**config.mk**
```make
export PLATFORM = sky130hd
export DESIGN_NAME = voxel_slice_rle_encoder
export DESIGN_NICKNAME = d
export VERILOG_FILES = /design/src/rtl/core/vsre_pkg.sv /design/src/rtl/core/vsre_front.sv /design/src/rtl/core/vsre_queue.sv /design/src/rtl/core/vsre_back.sv /design/src/rtl/core/voxel_slice_rle_encoder.sv
export SDC_FILE = /design/constraint.sdc
export NUM_CORES = 1
export LEC_CHECK = 0
export BUFFER_PORTS_ARGS = -buffer_cell sky130_fd_sc_hd__clkbuf_2
export CAP_MARGIN = 5
export CORE_MARGIN = 2
export CORE_UTILIZATION = 40
export CTS_CLUSTER_SIZE = 20
export DETAILED_ROUTE_END_ITERATION = 7
export PLACE_DENSITY = 0.66
export SYNTH_ARGS = -nofsm -noshare
export SYNTH_HDL_FRONTEND = slang
export SYNTH_SLANG_ARGS = --single-unit
export TNS_END_PERCENT = 5
```
**constraint.sdc**
```tcl
create_clock -name clock -period 9.81 [get_ports clock]
set_clock_uncertainty 0.15 [all_clocks]
set_input_delay 1.4715 -clock clock [delete_from_list [all_inputs] [get_ports clock]]
set_output_delay 1.4715 -clock clock [all_outputs]
set_load 0.02 [all_outputs]
```
**src/rtl/core/vsre_pkg.sv**
```systemverilog
// ----------------------------------------------------------------------------
// Voxel slice RLE encoder package
// Shared types, constants and helper functions for the encoder front end,
// command queue and word sequencer.
// ----------------------------------------------------------------------------
package vsre_pkg;

   localparam int MAX_SIDE    = 1024;
   localparam int SIDE_W      = 11;                  // width of a side register
   localparam int POS_W       = $clog2(MAX_SIDE);    // column and row position
   localparam int SLICE_W     = POS_W + 1;
   localparam int WORD_W      = 32;
   localparam int COUNT_W     = 21;
   localparam int CSR_INDEX_W = 3;
   // The queue pointers wrap naturally, so the depth must be a power of two.
   localparam int QUEUE_DEPTH = 4;
   localparam int QPTR_W      = $clog2(QUEUE_DEPTH);

   localparam logic [WORD_W-1:0]  CODE_SLICE = WORD_W'(6);
   localparam logic [WORD_W-1:0]  CODE_RUN   = WORD_W'(2);
   localparam logic [COUNT_W-1:0] COUNT_MAX  = '1;

   typedef enum logic [CSR_INDEX_W-1:0] {
      CSR_WIDTH,
      CSR_HEIGHT,
      CSR_DEPTH,
      CSR_RLE_ENABLE,
      CSR_BGRA_ORDER
   } csr_index_type;

   typedef enum logic [1:0] {
      FLUSH_NONE,
      FLUSH_ONE,
      FLUSH_TWO,
      FLUSH_TRIPLE
   } flush_kind_type;

   typedef enum logic [1:0] {
      SEG_A,
      SEG_B,
      SEG_C
   } seg_type;

   typedef struct packed {
      logic [SIDE_W-1:0] width;
      logic [SIDE_W-1:0] height;
      logic [SIDE_W-1:0] depth;
      logic              rle_enable;
      logic              bgra_order;
   } cfg_type;

   typedef struct packed {
      flush_kind_type     kind;
      logic [WORD_W-1:0]  value;
      logic [COUNT_W-1:0] count;
   } flush_type;

   // One accepted voxel's work: a run closed by the voxel (or the raw word),
   // the run closed at the end of a slice, and the slice end code.
   typedef struct packed {
      flush_type first;
      flush_type second;
      logic      slice_code;
      logic      matrix_done;
   } cmd_type;

   typedef struct packed {
      logic full;
      logic empty;
   } queue_status_type;

   function automatic logic [SIDE_W-1:0] side_of(input logic [SIDE_W-1:0] side_reg);
      logic [SIDE_W-1:0] side;
      if (side_reg == '0) begin
         side = SIDE_W'(1);
      end else if (side_reg > SIDE_W'(MAX_SIDE)) begin
         side = SIDE_W'(MAX_SIDE);
      end else begin
         side = side_reg;
      end
      return side;
   endfunction

   function automatic flush_type make_flush(input logic               open,
                                            input logic [WORD_W-1:0]  value,
                                            input logic [COUNT_W-1:0] count);
      flush_type f;
      f.value = value;
      f.count = count;
      if (!open) begin
         f.kind = FLUSH_NONE;
      end else if (value == CODE_RUN || value == CODE_SLICE || count >= COUNT_W'(3)) begin
         f.kind = FLUSH_TRIPLE;
      end else if (count == COUNT_W'(2)) begin
         f.kind = FLUSH_TWO;
      end else begin
         f.kind = FLUSH_ONE;
      end
      return f;
   endfunction

   function automatic logic [1:0] flush_len(input flush_kind_type kind);
      logic [1:0] len;
      case (kind)
         FLUSH_ONE:    len = 2'd1;
         FLUSH_TWO:    len = 2'd2;
         FLUSH_TRIPLE: len = 2'd3;
         default:      len = 2'd0;
      endcase
      return len;
   endfunction

endpackage

```
**src/rtl/core/vsre_front.sv**
```systemverilog
// ----------------------------------------------------------------------------
// Voxel slice RLE encoder front end
// Accepts voxels, tracks the matrix position and the open run, and turns each
// voxel that yields words into a command for the word sequencer.
// ----------------------------------------------------------------------------
module vsre_front (
   input  logic                      clock,
   input  logic                      reset,
   input  vsre_pkg::cfg_type         cfg,
   input  logic                      req_tvalid,
   output logic                      req_tready,
   input  logic [31:0]               req_tdata,
   input  vsre_pkg::queue_status_type q_status,
   output logic                      push,
   output vsre_pkg::cmd_type         cmd
);

   logic [vsre_pkg::POS_W-1:0]   col_ff, col_in;
   logic [vsre_pkg::POS_W-1:0]   row_ff, row_in;
   logic [vsre_pkg::SLICE_W-1:0] slice_ff, slice_in;
   logic [vsre_pkg::WORD_W-1:0]  run_value_ff, run_value_in;
   logic [vsre_pkg::COUNT_W-1:0] run_count_ff, run_count_in;
   logic                         run_open_ff, run_open_in;

   logic                         accept;
   logic [vsre_pkg::WORD_W-1:0]  voxel;
   logic [vsre_pkg::SIDE_W-1:0]  w_side, h_side, d_side;
   logic [vsre_pkg::POS_W:0]     col_sum, row_sum;
   logic [vsre_pkg::SLICE_W-1:0] slice_sum;
   logic                         slice_end;
   logic                         matrix_done;

   assign req_tready = !q_status.full;
   assign accept     = req_tvalid && req_tready;

   always_comb begin
      w_side = vsre_pkg::side_of(cfg.width);
      h_side = vsre_pkg::side_of(cfg.height);
      d_side = vsre_pkg::side_of(cfg.depth);

      if (cfg.bgra_order) begin
         voxel = {req_tdata[31:24], req_tdata[7:0], req_tdata[15:8], req_tdata[23:16]};
      end else begin
         voxel = req_tdata;
      end

      run_value_in = run_value_ff;
      run_count_in = run_count_ff;
      run_open_in  = run_open_ff;
      cmd.first    = vsre_pkg::make_flush(1'b0, voxel, run_count_ff);
      cmd.second   = vsre_pkg::make_flush(1'b0, voxel, run_count_ff);
      cmd.slice_code = 1'b0;

      if (cfg.rle_enable) begin
         if (run_open_ff && run_value_ff == voxel && run_count_ff != vsre_pkg::COUNT_MAX) begin
            run_count_in = run_count_ff + vsre_pkg::COUNT_W'(1);
         end else begin
            cmd.first    = vsre_pkg::make_flush(run_open_ff, run_value_ff, run_count_ff);
            run_open_in  = 1'b1;
            run_value_in = voxel;
            run_count_in = vsre_pkg::COUNT_W'(1);
         end
      end else begin
         // Raw mode drops any open run and passes the voxel straight on.
         run_open_in  = 1'b0;
         run_count_in = '0;
         cmd.first    = vsre_pkg::make_flush(1'b1, voxel, vsre_pkg::COUNT_W'(1));
         // A raw word goes out as it is, even when it equals a code.
         cmd.first.kind = vsre_pkg::FLUSH_ONE;
      end

      // Position advance, each compare against the side as it stands now.
      col_sum   = {1'b0, col_ff} + (vsre_pkg::POS_W + 1)'(1);
      row_sum   = {1'b0, row_ff};
      slice_sum = slice_ff;
      slice_end = 1'b0;
      matrix_done = 1'b0;
      if (col_sum >= w_side) begin
         col_sum = '0;
         row_sum = {1'b0, row_ff} + (vsre_pkg::POS_W + 1)'(1);
      end
      if (row_sum >= h_side) begin
         row_sum   = '0;
         slice_sum = slice_ff + vsre_pkg::SLICE_W'(1);
         slice_end = 1'b1;
      end
      if (slice_sum >= d_side) begin
         slice_sum   = '0;
         col_sum     = '0;
         row_sum     = '0;
         matrix_done = 1'b1;
      end
      col_in   = col_sum[vsre_pkg::POS_W-1:0];
      row_in   = row_sum[vsre_pkg::POS_W-1:0];
      slice_in = slice_sum;

      if (cfg.rle_enable && (slice_end || matrix_done)) begin
         cmd.second     = vsre_pkg::make_flush(run_open_in, run_value_in, run_count_in);
         cmd.slice_code = 1'b1;
         run_open_in    = 1'b0;
         run_count_in   = '0;
      end
      cmd.matrix_done = matrix_done;

      push = accept && (cmd.first.kind != vsre_pkg::FLUSH_NONE || cmd.slice_code);
   end

   always_ff @(posedge clock) begin
      if (reset) begin
         col_ff       <= '0;
         row_ff       <= '0;
         slice_ff     <= '0;
         run_value_ff <= '0;
         run_count_ff <= '0;
         run_open_ff  <= 1'b0;
      end else if (accept) begin
         col_ff       <= col_in;
         row_ff       <= row_in;
         slice_ff     <= slice_in;
         run_value_ff <= run_value_in;
         run_count_ff <= run_count_in;
         run_open_ff  <= run_open_in;
      end
   end

endmodule

```
**src/rtl/core/vsre_queue.sv**
```systemverilog
// ----------------------------------------------------------------------------
// Voxel slice RLE encoder command queue
// A short first-in first-out store of commands between front end and
// word sequencer.
// ----------------------------------------------------------------------------
module vsre_queue (
   input  logic                       clock,
   input  logic                       reset,
   input  logic                       push,
   input  vsre_pkg::cmd_type          push_cmd,
   input  logic                       pop,
   output vsre_pkg::cmd_type          head,
   output vsre_pkg::queue_status_type status
);

   vsre_pkg::cmd_type             entry_ff [vsre_pkg::QUEUE_DEPTH];
   logic [vsre_pkg::QPTR_W-1:0]   wr_ff, wr_in;
   logic [vsre_pkg::QPTR_W-1:0]   rd_ff, rd_in;
   logic [vsre_pkg::QPTR_W:0]     fill_ff, fill_in;

   always_comb begin
      status.full  = (fill_ff == (vsre_pkg::QPTR_W + 1)'(vsre_pkg::QUEUE_DEPTH));
      status.empty = (fill_ff == '0);
      head         = entry_ff[rd_ff];

      wr_in   = push ? wr_ff + vsre_pkg::QPTR_W'(1) : wr_ff;
      rd_in   = pop  ? rd_ff + vsre_pkg::QPTR_W'(1) : rd_ff;
      fill_in = fill_ff;
      if (push && !pop) begin
         fill_in = fill_ff + (vsre_pkg::QPTR_W + 1)'(1);
      end else if (pop && !push) begin
         fill_in = fill_ff - (vsre_pkg::QPTR_W + 1)'(1);
      end
   end

   always_ff @(posedge clock) begin
      if (reset) begin
         wr_ff   <= '0;
         rd_ff   <= '0;
         fill_ff <= '0;
      end else begin
         wr_ff   <= wr_in;
         rd_ff   <= rd_in;
         fill_ff <= fill_in;
      end
   end

   always_ff @(posedge clock) begin
      if (push) begin
         entry_ff[wr_ff] <= push_cmd;
      end
   end

endmodule

```
**src/rtl/core/vsre_back.sv**
```systemverilog
// ----------------------------------------------------------------------------
// Voxel slice RLE encoder word sequencer
// Takes commands from the queue and emits their words one per cycle, while
// the result side is ready, into a registered output stage.
// ----------------------------------------------------------------------------
module vsre_back (
   input  logic                       clock,
   input  logic                       reset,
   input  vsre_pkg::queue_status_type q_status,
   input  vsre_pkg::cmd_type          head,
   output logic                       pop,
   output logic                       rsp_tvalid,
   input  logic                       rsp_tready,
   output logic [31:0]                rsp_tdata,  // word
   output logic                       rsp_tlast,
   output logic                       rsp_tuser   // matrix_end
);

   vsre_pkg::seg_type            seg_ff, seg_in, cur_seg;
   logic [1:0]                   sub_ff, sub_in;
   logic                         valid_ff, valid_in;
   logic [vsre_pkg::WORD_W-1:0]  word_ff, word_in;
   logic                         last_ff, last_in;
   logic                         end_ff, end_in;

   logic [1:0]                   len_a, len_b, cur_len;
   vsre_pkg::flush_type          cur_flush;
   logic                         sub_last;
   logic                         is_final;
   logic                         step;

   always_comb begin
      len_a = vsre_pkg::flush_len(head.first.kind);
      len_b = vsre_pkg::flush_len(head.second.kind);

      // A command without a first run starts at the slice-end run.
      if (seg_ff == vsre_pkg::SEG_A && len_a == 2'd0) begin
         cur_seg = vsre_pkg::SEG_B;
      end else begin
         cur_seg = seg_ff;
      end

      unique case (cur_seg)
         vsre_pkg::SEG_A: begin
            cur_flush = head.first;
            cur_len   = len_a;
         end
         vsre_pkg::SEG_B: begin
            cur_flush = head.second;
            cur_len   = len_b;
         end
         default: begin
            cur_flush = head.second;
            cur_len   = 2'd1;
         end
      endcase

      if (cur_seg == vsre_pkg::SEG_C) begin
         word_in = vsre_pkg::CODE_SLICE;
      end else if (cur_flush.kind == vsre_pkg::FLUSH_TRIPLE) begin
         case (sub_ff)
            2'd0:    word_in = vsre_pkg::CODE_RUN;
            2'd1:    word_in = vsre_pkg::WORD_W'(cur_flush.count);
            default: word_in = cur_flush.value;
         endcase
      end else begin
         word_in = cur_flush.value;
      end

      sub_last = (2'(sub_ff + 2'd1) == cur_len);
      is_final = sub_last &&
                 (cur_seg == vsre_pkg::SEG_C ||
                  (cur_seg == vsre_pkg::SEG_B && !head.slice_code) ||
                  (cur_seg == vsre_pkg::SEG_A && len_b == 2'd0 && !head.slice_code));
      last_in  = is_final;
      end_in   = is_final && head.matrix_done;

      step = !q_status.empty && (!valid_ff || rsp_tready);
      pop  = step && is_final;

      seg_in = seg_ff;
      sub_in = sub_ff;
      if (step) begin
         if (is_final) begin
            seg_in = vsre_pkg::SEG_A;
            sub_in = 2'd0;
         end else if (!sub_last) begin
            seg_in = cur_seg;
            sub_in = sub_ff + 2'd1;
         end else begin
            if (cur_seg == vsre_pkg::SEG_A && len_b != 2'd0) begin
               seg_in = vsre_pkg::SEG_B;
            end else begin
               seg_in = vsre_pkg::SEG_C;
            end
            sub_in = 2'd0;
         end
      end

      if (step) begin
         valid_in = 1'b1;
      end else if (rsp_tready) begin
         valid_in = 1'b0;
      end else begin
         valid_in = valid_ff;
      end
   end

   always_ff @(posedge clock) begin
      if (reset) begin
         seg_ff   <= vsre_pkg::SEG_A;
         sub_ff   <= 2'd0;
         valid_ff <= 1'b0;
      end else begin
         seg_ff   <= seg_in;
         sub_ff   <= sub_in;
         valid_ff <= valid_in;
      end
   end

   always_ff @(posedge clock) begin
      if (step) begin
         word_ff <= word_in;
         last_ff <= last_in;
         end_ff  <= end_in;
      end
   end

   assign rsp_tvalid = valid_ff;
   assign rsp_tdata  = word_ff;
   assign rsp_tlast  = last_ff;
   assign rsp_tuser  = end_ff;

endmodule

```
**src/rtl/core/voxel_slice_rle_encoder.sv**
```systemverilog
// ----------------------------------------------------------------------------
// Voxel slice RLE encoder
// Encodes a stream of matrix voxels into raw or run-length coded data words.
// ----------------------------------------------------------------------------
// Each voxel's words pass the command queue and the output register.
// Throughput: one voxel per cycle while the queue is not full, one word per
// cycle while rsp_tready is high, set by the single-word sequencer output
// register; a four-entry command queue absorbs bursts of up to seven words.
// Reset is synchronous: it clears the position, the open run and the queue,
// and sets the registers to width 1, height 1, depth 1, raw, red first.
module voxel_slice_rle_encoder (
   input  logic                              clock,
   input  logic                              reset,
   input  logic                              csr_valid,
   output logic                              csr_ready,
   input  logic [vsre_pkg::CSR_INDEX_W-1:0]  csr_index,
   input  logic [vsre_pkg::SIDE_W-1:0]       csr_data,
   input  logic                              req_tvalid,
   output logic                              req_tready,
   input  logic [31:0]                       req_tdata,  // red, green, blue, alpha
   output logic                              rsp_tvalid,
   input  logic                              rsp_tready,
   output logic [31:0]                       rsp_tdata,  // word
   output logic                              rsp_tlast,
   output logic                              rsp_tuser   // matrix_end
);

   vsre_pkg::cfg_type          cfg_ff, cfg_in;
   vsre_pkg::queue_status_type q_status;
   vsre_pkg::cmd_type          push_cmd;
   vsre_pkg::cmd_type          head;
   logic                       push;
   logic                       pop;

   assign csr_ready = 1'b1;

   always_comb begin
      cfg_in = cfg_ff;
      if (csr_valid && csr_ready) begin
         unique case (vsre_pkg::csr_index_type'(csr_index))
            vsre_pkg::CSR_WIDTH:      cfg_in.width      = csr_data;
            vsre_pkg::CSR_HEIGHT:     cfg_in.height     = csr_data;
            vsre_pkg::CSR_DEPTH:      cfg_in.depth      = csr_data;
            vsre_pkg::CSR_RLE_ENABLE: cfg_in.rle_enable = csr_data[0];
            vsre_pkg::CSR_BGRA_ORDER: cfg_in.bgra_order = csr_data[0];
            default:                  cfg_in            = cfg_ff;
         endcase
      end
   end

   always_ff @(posedge clock) begin
      if (reset) begin
         cfg_ff.width      <= vsre_pkg::SIDE_W'(1);
         cfg_ff.height     <= vsre_pkg::SIDE_W'(1);
         cfg_ff.depth      <= vsre_pkg::SIDE_W'(1);
         cfg_ff.rle_enable <= 1'b0;
         cfg_ff.bgra_order <= 1'b0;
      end else begin
         cfg_ff <= cfg_in;
      end
   end

   vsre_front u_front (
      .clock      (clock),
      .reset      (reset),
      .cfg        (cfg_ff),
      .req_tvalid (req_tvalid),
      .req_tready (req_tready),
      .req_tdata  (req_tdata),
      .q_status   (q_status),
      .push       (push),
      .cmd        (push_cmd)
   );

   vsre_queue u_queue (
      .clock    (clock),
      .reset    (reset),
      .push     (push),
      .push_cmd (push_cmd),
      .pop      (pop),
      .head     (head),
      .status   (q_status)
   );

   vsre_back u_back (
      .clock      (clock),
      .reset      (reset),
      .q_status   (q_status),
      .head       (head),
      .pop        (pop),
      .rsp_tvalid (rsp_tvalid),
      .rsp_tready (rsp_tready),
      .rsp_tdata  (rsp_tdata),
      .rsp_tlast  (rsp_tlast),
      .rsp_tuser  (rsp_tuser)
   );

   // A command is never written into a full queue.
   a_no_overflow: assert property (@(posedge clock) disable iff (reset)
      !(push && q_status.full))
      else $error("command pushed into a full queue");

   // The sequencer never takes a command from an empty queue.
   a_no_underflow: assert property (@(posedge clock) disable iff (reset)
      !(pop && q_status.empty))
      else $error("command popped from an empty queue");

   // The end of a matrix is always the last word of its voxel.
   a_end_is_last: assert property (@(posedge clock) disable iff (reset)
      rsp_tvalid && rsp_tuser |-> rsp_tlast)
      else $error("matrix end flagged on a word that is not the last");

   // After reset the queue starts empty and no word is offered.
   a_reset_clean: assert property (@(posedge clock)
      reset |=> q_status.empty && !rsp_tvalid)
      else $error("queue or output not cleared by reset");

endmodule

```
==> impl_results.md, run 1 <==
- Cell area after layout: around 30000 µm²
- Power Internal: between 5 and 6 mW
- Post-Synth XOR/XNOR Area: 0.0239
- Largest family of logic cells by synthesized area: multiplexers
- Biggest cell delay along the critical path: ~600 ps
- Initial antenna violation count: 7
- First-pass GRT wire length: 97600 µm
- Arr. time, crit path: between 8000 and 9000 ps
- FP Rows: 95
- Power Density: 250 nW/µm²
- Clock network power share: 0.305
- CP Capture Type: register
- Vias: roughly 17000
- CP startpoint kind: register
- Least-Margin Pin Slew: approximately 1100 ps
- Ys Warns: 0
- Final core utilization: 0.453
- Setup CP Type: register to register
- Critical path's slowest cell: a2111oi_0
- Clk slew on worst S/H paths: ~60 ps
- Post-cts repair resize count: 0
- Grt total ovfl: 0
- Gpl congestion: approximately 0.85
- Final Hold Fails: 0
- Net Sw Frac: 0.299
- Fin crit share: 0.895
- CTS tree: yes
- Num CTS Buffers: 60
- Total wire length: 63600 µm
- Hold WS: roughly 310 ps
- Port Buf Inserts: 86
- Status: finished clean
- Share of power burned in registers: 0.439
- DIE HEIGHT: 265 µm
- Number of synthesized flops with an enable pin: 482
- Top cells by area, synth: edfxtp_1 53%, dfxtp_1 9.9%, mux4_2 9.3%
- CP max FO: 28
- FILL cells: 5889
- Ys async rst share: 0
- Fin crit period: a little under 9000 ps
- Die area: between 70000 and 80000 µm²
- Layout net count: 2112
- Net switching power: 2.27 mW
- Most common cell after layout, fill and taps aside: edfxtp_1
- CP most frequent cell: ha_1
- Gr usage total: 0.179
- Detailed-route DRC error count: 0
- Combinational power share: 0.256
- Clk_lat worst skew: about 630 ps
- Clock root buffer: clkbuf_16
- Mux contribution to synthesized area: 0.129
- Peak supply drop: around 170 µV
- Largest net degree at the start of global routing: 59
- Vias in the first global route: approximately 16000
- Final Slew Violations: 0
- Max_slew headroom: 0.288
- Ys flop type: edfxtp_1
- Fmax: 114 MHz
- Cell area after synthesis: around 27000 µm²
- RSZ-0062 raised after global routing: false
- Vias/cell: between 5 and 6
- Setup TNS: 0 ps
- Buf/Inv on CP: 3
- Area share of the largest cell type after synthesis: 0.533
- Leakage: between 10 and 15 nW
- Max Cap Violations: 0
- Yosys top cell by area: edfxtp_1
- Synth Area in Compound Gates: 0.0691
- Dpl hpwl: 41900 µm
- Post-Synth Simple-Gate Area: 0.100
- Critical Path RT: roughly 10000 ps
- Fraction of layout cells with a size suffix above 1: 0.179
- Core Box Area: roughly 67000 µm²
- Crit path max-delay family: compound AO/OA/AOI/OAI gates
- Yosys cell types: 73
- Hold Buf Count CTS: 0
- IO Pins: slightly below 90
- DIE WIDTH: 265 µm
- Synthesized Nets: about 2100
- Drt first pass iters: 5
- Hold Crit Class: register to register
- Adder-cell share of the synthesized area: 0.0215
- Register area share after synthesis: 0.632
- Area Overhead vs Synth: 12.1%
- Placed instance area: 28500 µm²
- # clock sinks: around 600
- Routed WL per cell: 21.6 µm
- Total number of H-tree levels: 2
- Post-CTS Setup Bufs: 0
- Clk buf depth: 3
- Cells after synthesis: between 1500 and 2000
- Final setup viols: 0
- Seq cells post-synth: just over 600
- Initial cell density of the core: 0.405
- Mean Syn Cell Area: ~14 µm²
- Initial DRC Count: 1580
- Most frequent cells in the layout: 482 x edfxtp_1, 216 x nand2_1, 132 x dfxtp_1, 124 x nor2_1, 113 x a21oi_1
- Remaining antenna violation count: 0
## synthesized netlist by cell type, types with 22 or more instances
cell / n
edfxtp_1: 482
nand3_1: 34
and2_1: 30
nor2_1: 124
mux2i_1: 64
clkbuf_1: 92
o21ai_0: 50
xnor2_1: 57
dfxtp_1: 134
mux4_2: 112
a21oi_1: 113
nor4_1: 28
ha_1: 45
inv_1: 33
nand2_1: 216
nand4_1: 22
## area by class of cell
type | instances | area (µm²) | share of cell area
diodes | 2 | 5.00 | 0.000164
clock buffers | 80 | 1670 | 0.0548
clock inverters | 31 | 312 | 0.0102
inverters | 36 | 135 | 0.00444
multi-input cells | 1191 | 9390 | 0.308
flip-flops and latches | 616 | 17200 | 0.564
well taps | 873 | 1090 | 0.0359
repair buffers | 110 | 676 | 0.0222
## logic make-up after synthesis
family | Yosys count
compound gates | 301
xor+xnor | 74
fa+ha+maj | 46
buf+inv | 163
flops | 616
mux | 205
other cells | 1
simple gates | 564
## power by group through the flow
| stage | clock [mW] | sequential (mW) | combinational [mW] |
|---|---|---|---|
| global route | 2.46 | 3.37 | 2.09 |
| floorplan | 0 | 3.45 | 1.27 |
| finish | 2.32 | 3.34 | 1.94 |
| global placement | 0 | 3.38 | 1.95 |
| CTS | 2.36 | 3.34 | 1.97 |
| detailed placement | 0 | 3.39 | 1.96 |
## routing by layer
layer	GRT usage	vias up	share of wire
li1	-	7588	-
met1	0.260	8426	0.46
met2	0.279	521	0.46
met3	0.0317	102	0.063
met4	0.0484	8	0.021
met5	0	-	0.00076
## registers in the layout, summed over array words and instances, names as in the netlist, 3 cells and up, named ones only
signal,flops
u_front.run_value_ff,32
u_front.run_count_ff,21
u_front.col_ff,10
u_queue.entry_ff,448
u_front.row_ff,10
u_front.slice_ff,11
u_back.rsp_tdata,32
cfg_ff,35
u_queue.fill_ff,3
## through the flow
| stage | power [mW] | instances | setup WS [ps] |
|---|---|---|---|
| 6_report | 7.60 | 2939 | 1030 |
| 5_1_grt | 7.92 | 2939 | 138 |
| 4_1_cts | 7.67 | 2937 | 829 |
| 3_5_place_dp | 5.36 | 2826 | 903 |
| 3_3_place_gp | 5.32 | 2826 | 1180 |
| 2_1_floorplan | 4.73 | 1970 | 217 |
## worst paths after layout
check	slack, ps	end	depth (start not counted)	from
max	1030	u_queue.entry_ff[0][4]	31	u_front.col_ff[0]
min	310	u_back.sub_ff[1]	2	u_back.sub_ff[1]
max reg2reg	1030	u_queue.entry_ff[0][4]	31	u_front.col_ff[0]
min reg2reg	310	u_back.sub_ff[1]	2	u_back.sub_ff[1]
## worst reg2reg max path, delay by kind of cell, from the launching register on
kind                       cells  cell delay, ps
buffers and inverters          3             740
DFF                            1             420
adders and majority gates      4            1130
and+or+nand+nor               10            2700
xor gates and xnor gates       3             470
AOI/OAI and AO/OA             11            2830
Note: power is estimated with default switching activity, not from simulation.
==> run 2: changes to the inputs <==
Settings changed: CORE_ASPECT_RATIO set to 0.5.
Clock period 9.81 ns to 7.9 ns, I/O delays scaled along.
==> run 2 against run 1 <==
  * Die area increased by 0.18%
  * Worst hold slack got worse by 10 ps
  * Clock-buffer cell count decreased by 3
  * Final cell count increased by 1.1%
  * Maximum frequency increased by 22%
  * Critical path depth increased by 3
  * Utilization increased by 0.093 points
==> impl_results.md, run 2 (synthesized netlist as in run 1, its figures left out) <==
- Setup CP Type: register to register
- Drt first pass iters: 5 (unchanged)
- Max reg flops: 448 (unchanged)
- Grt total ovfl: 0 (unchanged)
- FILL cells: 5871 (-0.31%)
- Biggest cell delay along the critical path: 410 ps (-190 ps)
- CTS tree: yes
- Status: finished clean
- Hold Buf Count CTS: 0 (unchanged)
- # clock sinks: 616 (unchanged)
- Share of power burned in registers: 0.448 (+0.009)
- Clock network power share: 0.299 (-0.006)
- Largest registers: u_queue.entry_ff: 448 flops, cfg_ff: 35 flops
- Final setup viols: 0 (unchanged)
- Fin crit share: 0.910 (+0.0151)
- Max_slew headroom: 0.308 (+0.0203)
- Vias/cell: 5.52 (-2.5%)
- Arr. time, crit path: 7590 ps (-1350 ps)
- Peak supply drop: 186 µV (+7.0%)
- Fin crit period: 7190 ps (-1590 ps)
- Combinational power share: 0.253 (-0.003)
- DIE HEIGHT: 188 µm (-29%)
- Vias: 16400 (-1.4%)
- FF-to-FF setup slack: 710 ps (-320 ps)
- Largest net degree at the start of global routing: 72 (+22%)
- Initial DRC Count: 1399 (-11%)
- Least-Margin Pin Slew: 1030 ps (-34.3 ps)
- Fmax: 139 MHz (+22%)
- Die area: 70100 µm² (+0.18%)
- Initial antenna violation count: 1 (-6)
- First-pass GRT wire length: 95200 µm (-2.4%)
- Final Hold Fails: 0 (unchanged)
- Total Power: 9.29 mW (+22%)
- CP startpoint kind: register
- Net switching power: 2.78 mW (+23%)
- FP Rows: 67 (-29%)
- Dpl hpwl: 39200 µm (-6.4%)
- Layout net count: 2122 (+0.47%)
- Gr usage total: 0.175 (-0.00412)
- Initial cell density of the core: 0.405 (+0.000566)
- Core Box Area: 67100 µm² (-0.14%)
- Worst slack, placed: 321 ps (-582 ps)
- Port Buf Inserts: 86 (unchanged)
- Hold WS: 301 ps (-10.3 ps)
- Power Internal: 6.51 mW (+22%)
- Clk buf depth: 3 (unchanged)
- Clock root buffer: clkbuf_16
- Num CTS Buffers: 56 (-6.7%)
- Net Sw Frac: 0.299 (+0.000695)
- Gpl congestion: 0.820 (-3.9%)
- DIE WIDTH: 373 µm (+41%)
- Routed WL per cell: 21.1 µm (-2.4%)
- RSZ-0062 raised after global routing: false
- Largest register by flop count: u_queue.entry_ff
- Area Overhead vs Synth: 12.1% (about the same)
- Clk_lat worst skew: 640 ps (about the same)
- Critical path's slowest cell: dfxtp_1
- Power Density: 305 nW/µm² (+22%)
- Post-cts repair resize count: 0 (unchanged)
- Max Cap Violations: 0 (unchanged)
- Most frequent cells in the layout: 482 x edfxtp_1, 215 x nand2_1, 132 x dfxtp_1, 124 x nor2_1, 113 x a21oi_1
- Post-CTS Setup Bufs: 0 (unchanged)
- Remaining antenna violation count: 0 (unchanged)
- Fraction of layout cells with a size suffix above 1: 0.185 (+0.00598)
- Final core utilization: 0.454 (+0.000933)
- Leakage: 10.0 nW (-0.12%)
- Total number of H-tree levels: 2 (unchanged)
- Most common cell after layout, fill and taps aside: edfxtp_1
- Hold Crit Class: register to register
- Vias in the first global route: 16500 (+0.27%)
- Detailed-route DRC error count: 0 (unchanged)
- Final Slew Violations: 0 (unchanged)
- Final WS setup: 712 ps (-321 ps)
- Clk slew on worst S/H paths: 60 ps (about the same)
- CP Capture Type: register
- IO Pins: 88 (unchanged)
- CP most frequent cell: ha_1
- Critical Path RT: 8300 ps (-1670 ps)
- CP max FO: 11 (-61%)
- Total wire length: 62700 µm (-1.3%)
-- run 2: changes by cell type in the layout (fill, tap and decap cells not counted), sizes merged --
| cell | previous run | this run |
|---|---|---|
| and2 | 31 | 35 |
| buf | 25 | 35 |
| bufinv | 6 | 5 |
| clkbuf | 165 | 162 |
| clkinv | 26 | 19 |
| clkinvlp | 1 | 6 |
| diode | 2 | 1 |
| inv | 34 | 35 |
-- run 2: final cells by class --
type	count	area, µm²	share of cell area
timing repair buffer	120	738	0.0242
inverter	36	135	0.00444
antenna	1	2.50	0.0000821
tap	897	1120	0.0368
multi-input combinational	1195	9420	0.309
clock inverter	29	337	0.0110
sequential	616	17200	0.563
clock buffer	77	1540	0.0506
-- run 2: per-stage QoR --
step	TNS, ps	cell area, µm²	instances
floorplan	-212310	27200	1970
global placement	0	28500	2860
detailed placement	0	28500	2860
CTS	0	30400	2966
global route	0	30500	2970
finish	0	30500	2971
-- run 2: path summary, 6_finish.rpt --
check,from,to,cells past startpoint
worst min-delay path,u_back.sub_ff[1],u_back.sub_ff[1],2
worst min register to register,u_back.sub_ff[1],u_back.sub_ff[1],2
worst max register to register,u_front.col_ff[0],u_queue.fill_ff[2],34
worst max-delay path,u_front.col_ff[0],u_queue.fill_ff[2],34
-- run 2: worst max-delay path, delay by kind of cell (launching register included) --
kind,cells,cell delay [ps]
AOI/OAI and AO/OA,9,1640
and+or+nand+nor,12,2040
DFF,1,410
adders and majority gates,6,1730
xor gates and xnor gates,4,640
buffers and inverters,3,520
-- run 2: routing by layer --
metal	vias up	track usage	wire (µm)
met5	-	0	0
met4	0	0.0408	1160
met3	81	0.0337	4050
met2	492	0.286	29900
met1	8225	0.242	27600
li1	7606	-	-
-- run 2: power groups by stage --
stage,clock network [mW],registers [mW],logic (mW)
6_report,2.77,4.16,2.35
4_1_cts,2.82,4.17,2.37
5_1_grt,2.94,4.21,2.54
3_3_place_gp,0,4.22,2.35
2_1_floorplan,0,4.27,1.58
3_5_place_dp,0,4.24,2.36
==> run 3: changes to the inputs <==
Settings changed: ABC_AREA set to 1.
==> run 3 against run 2 <==
  * Clock-buffer cell count shrank 10
  * Flip-flop and latch count is the same
  * Sequential share of layout area decreased by 1.6 points
  * Highest routed layer is now met5
==> impl_results.md, run 3 <==
- Fmax: 141 MHz (+1.1%)
- Fin cells: 3938 (+33%)
- First-pass GRT wire length: 111000 µm (+16%)
- Clock network power share: 0.274 (-0.025)
- Core Box Area: 69200 µm² (+3.1%)
- Hold WS: 317 ps (+15.6 ps)
- Layout net count: 3041 (+43%)
- Most frequent cells in the layout: 635 x nand2_1, 482 x edfxtp_1, 372 x nor2_1, 302 x o21ai_0, 219 x a21oi_1
- Largest registers: u_queue.entry_ff: 448 flops, cfg_ff: 35 flops
- Gr usage total: 0.196 (+0.0213)
- Fin crit period: 7110 ps (-76.4 ps)
- Cell area after layout: 31400 µm² (+3.0%)
- Die area: 72400 µm² (+3.2%)
- Placed instance area: 29500 µm² (+3.3%)
- Initial cell density of the core: 0.405 (about the same)
- Clk slew on worst S/H paths: 60 ps (about the same)
- Ys Warns: 0 (unchanged)
- Final Hold Fails: 0 (unchanged)
- Most common cell after layout, fill and taps aside: nand2_1
- Worst hold path startpoint: u_front.col_ff[0]
- Area share of the largest cell type after synthesis: 0.516 (-0.0167)
- Max reg flops: 448 (unchanged)
- CP Capture Type: register
- Routed WL per cell: 18.2 µm (-14%)
- Port Buf Inserts: 86 (unchanged)
- Synthesized Nets: 3028 (+46%)
- Initial DRC Count: 2073 (+48%)
- Clk_lat worst skew: 640 ps (about the same)
- Cell with the most instances after synthesis: nand2_1
- Status: finished clean
- Net switching power: 3.58 mW (+29%)
- FP Rows: 68 (+1.5%)
- Power Density: 318 nW/µm² (+4.3%)
- Critical path's slowest cell: fa_1
- Initial antenna violation count: 2 (+1)
- Worst slack, placed: 461 ps (+141 ps)
- Arr. time, crit path: 7470 ps (-120 ps)
- Dpl hpwl: 45600 µm (+16%)
- Gpl congestion: 0.897 (+9.4%)
- Critical Path RT: 8260 ps (-40 ps)
- Num CTS Buffers: 56 (unchanged)
- Hold Crit Class: register to register
- FF-to-FF setup slack: 790 ps (+80 ps)
- Final Slew Violations: 0 (unchanged)
- R2R Path End: u_queue.fill_ff[1]
- Largest register by flop count: u_queue.entry_ff
- Drt first pass iters: 5 (unchanged)
- Peak supply drop: 211 µV (+14%)
- Setup CP Type: register to register
- CTS tree: yes
- Reg-to-Reg Start: u_front.col_ff[2]
- Share of power burned in registers: 0.426 (-0.022)
- Vias/cell: 5.26 (-4.7%)
- Yosys cell types: 53 (-27%)
- CP most frequent cell: nand2_1
- IO Pins: 88 (unchanged)
- Top cells by area, synth: edfxtp_1 52%, dfxtp_1 9.6%, nand2_1 8.5%
- Final setup viols: 0 (unchanged)
- Mean Syn Cell Area: 9.57 µm² (-31%)
- Hold Path Depth: 1 (-1)
- Ys flop type: edfxtp_1
- Cells after synthesis: 2931 (+49%)
- DIE WIDTH: 378 µm (+1.6%)
- Post-synth top cells: 636 x nand2_1, 482 x edfxtp_1, 378 x nor2_1
- Combinational power share: 0.301 (+0.048)
- Grt total ovfl: 0 (unchanged)
- Vias in the first global route: 19500 (+19%)
- Largest net degree at the start of global routing: 88 (+22%)
- RSZ-0062 raised after global routing: true
- Hold Crit Endpoint: u_front.col_ff[0]
- Yosys top cell by area: edfxtp_1
- Least-Margin Pin Slew: 925 ps (-109 ps)
- Final WS setup: 788 ps (+76.4 ps)
- Biggest cell delay along the critical path: 420 ps (about the same)
- DIE HEIGHT: 191 µm (+1.6%)
- Register area share after synthesis: 0.612 (-0.0198)
- Total number of H-tree levels: 2 (unchanged)
- CP startpoint kind: register
- Setup TNS: 0 ps (unchanged)
- Final core utilization: 0.453 (-0.000831)
- Placed Cells: 3829 (+34%)
- Fin crit share: 0.900 (-0.00967)
- Depth of the worst register-to-register path: 40 (+18%)
- Ys async rst share: 0 (unchanged)
- Max Cap Violations: 0 (unchanged)
- Fraction of layout cells with a size suffix above 1: 0.0889 (-0.0959)
- Remaining antenna violation count: 0 (unchanged)
- Vias: 20700 (+26%)
- Net Sw Frac: 0.359 (+0.0601)
- Leakage: 12.1 nW (+21%)
- Max_slew headroom: 0.383 (+0.0753)
- Clk buf depth: 3 (unchanged)
- Total Power: 9.97 mW (+7.4%)
- Area Overhead vs Synth: 11.8%
- CP max FO: 8 (-3)
- Clock root buffer: clkbuf_16
- Number of synthesized flops with an enable pin: 482 (unchanged)
- Power Internal: 6.39 mW (-1.8%)
- Hold Buf Count CTS: 0 (unchanged)
- Total wire length: 71700 µm (+14%)
- # clock sinks: 616 (unchanged)
- Cell area after synthesis: 28000 µm² (+3.2%)
- Detailed-route DRC error count: 0 (unchanged)
- Seq cells post-synth: 616 (unchanged)
## run 3: cell types whose count changed in the layout (fill, tap and decap cells not counted), sizes merged, moves of 50 or more
cell	before	now
a21oi	113	220
mux4	112	0
nor2	125	384
nand2	216	643
mux2i	74	0
xnor2	57	7
inv	35	205
o21ai	52	317
## run 3: how the worst max path moves through the flow
stage                      startpoint                      to  slack, ps  cells after the start
global route        u_front.col_ff[2]      u_queue.fill_ff[2]        -20                     44
detailed placement  u_front.col_ff[0]  u_queue.entry_ff[2][2]        460                     35
CTS                 u_front.col_ff[0]      u_queue.fill_ff[1]        430                     40
floorplan           u_front.col_ff[0]  u_queue.entry_ff[0][0]       -990                     34
global placement    u_front.col_ff[0]      u_queue.fill_ff[2]        650                     42
finish              u_front.col_ff[2]      u_queue.fill_ff[1]        790                     40
## run 3: cell families after synthesis
group | count (synthesis) | synth area share
AO/OA/AOI/OAI | 671 | 0.133
XOR/XNOR | 41 | 0.0128
adder cells (fa/ha/maj) | 46 | 0.0208
buffers and inverters | 381 | 0.0531
flip-flops | 616 | 0.612
other | 1 | 0.000134
AND/OR/NAND/NOR | 1175 | 0.169
## run 3: worst max-delay path, delay by kind of cell (launching register included)
kind	cells	cell delay, ps
buf+inv	5	540
simple gates	20	2610
fa+ha+maj	5	1500
compound gates	7	1290
xor+xnor	3	510
flops	1	380
## run 3: what timing repair did
action | 4_1_cts | 5_1_grt
buffers inserted | 0 | 2
resized for setup | 0 | 9
endpoints found under the setup margin | 0 | 524
## run 3: final cells by class
class | count | area, µm²
flip-flops and latches | 616 | 17200
diodes | 1 | 2.50
fillers | 6398 | 37800
multi-input cells | 1934 | 9480
repair buffers | 130 | 923
well taps | 945 | 1180
clock buffers | 67 | 1450
clock inverters | 39 | 374
inverters | 206 | 781
## run 3: layer usage
| layer | up-vias | routed length [µm] | GRT usage | part of all wire |
|---|---|---|---|---|
| met5 | - | 12 | 0 | 0.00017 |
| met2 | 587 | 34000 | 0.331 | 0.47 |
| met3 | 93 | 4190 | 0.0279 | 0.058 |
| li1 | 10100 | - | - | - |
| met1 | 9950 | 31900 | 0.264 | 0.44 |
| met4 | 2 | 1590 | 0.0578 | 0.022 |
## run 3: power groups by stage
stage                     registers, mW  clock network, mW  logic (mW)
after detailed placement           4.31                  0        2.97
after global placement             4.30                  0        2.93
after global routing               4.28               2.89        3.30
final                              4.24               2.73        3.00
after floorplan                    4.37                  0        1.81
after CTS                          4.24               2.77        2.98
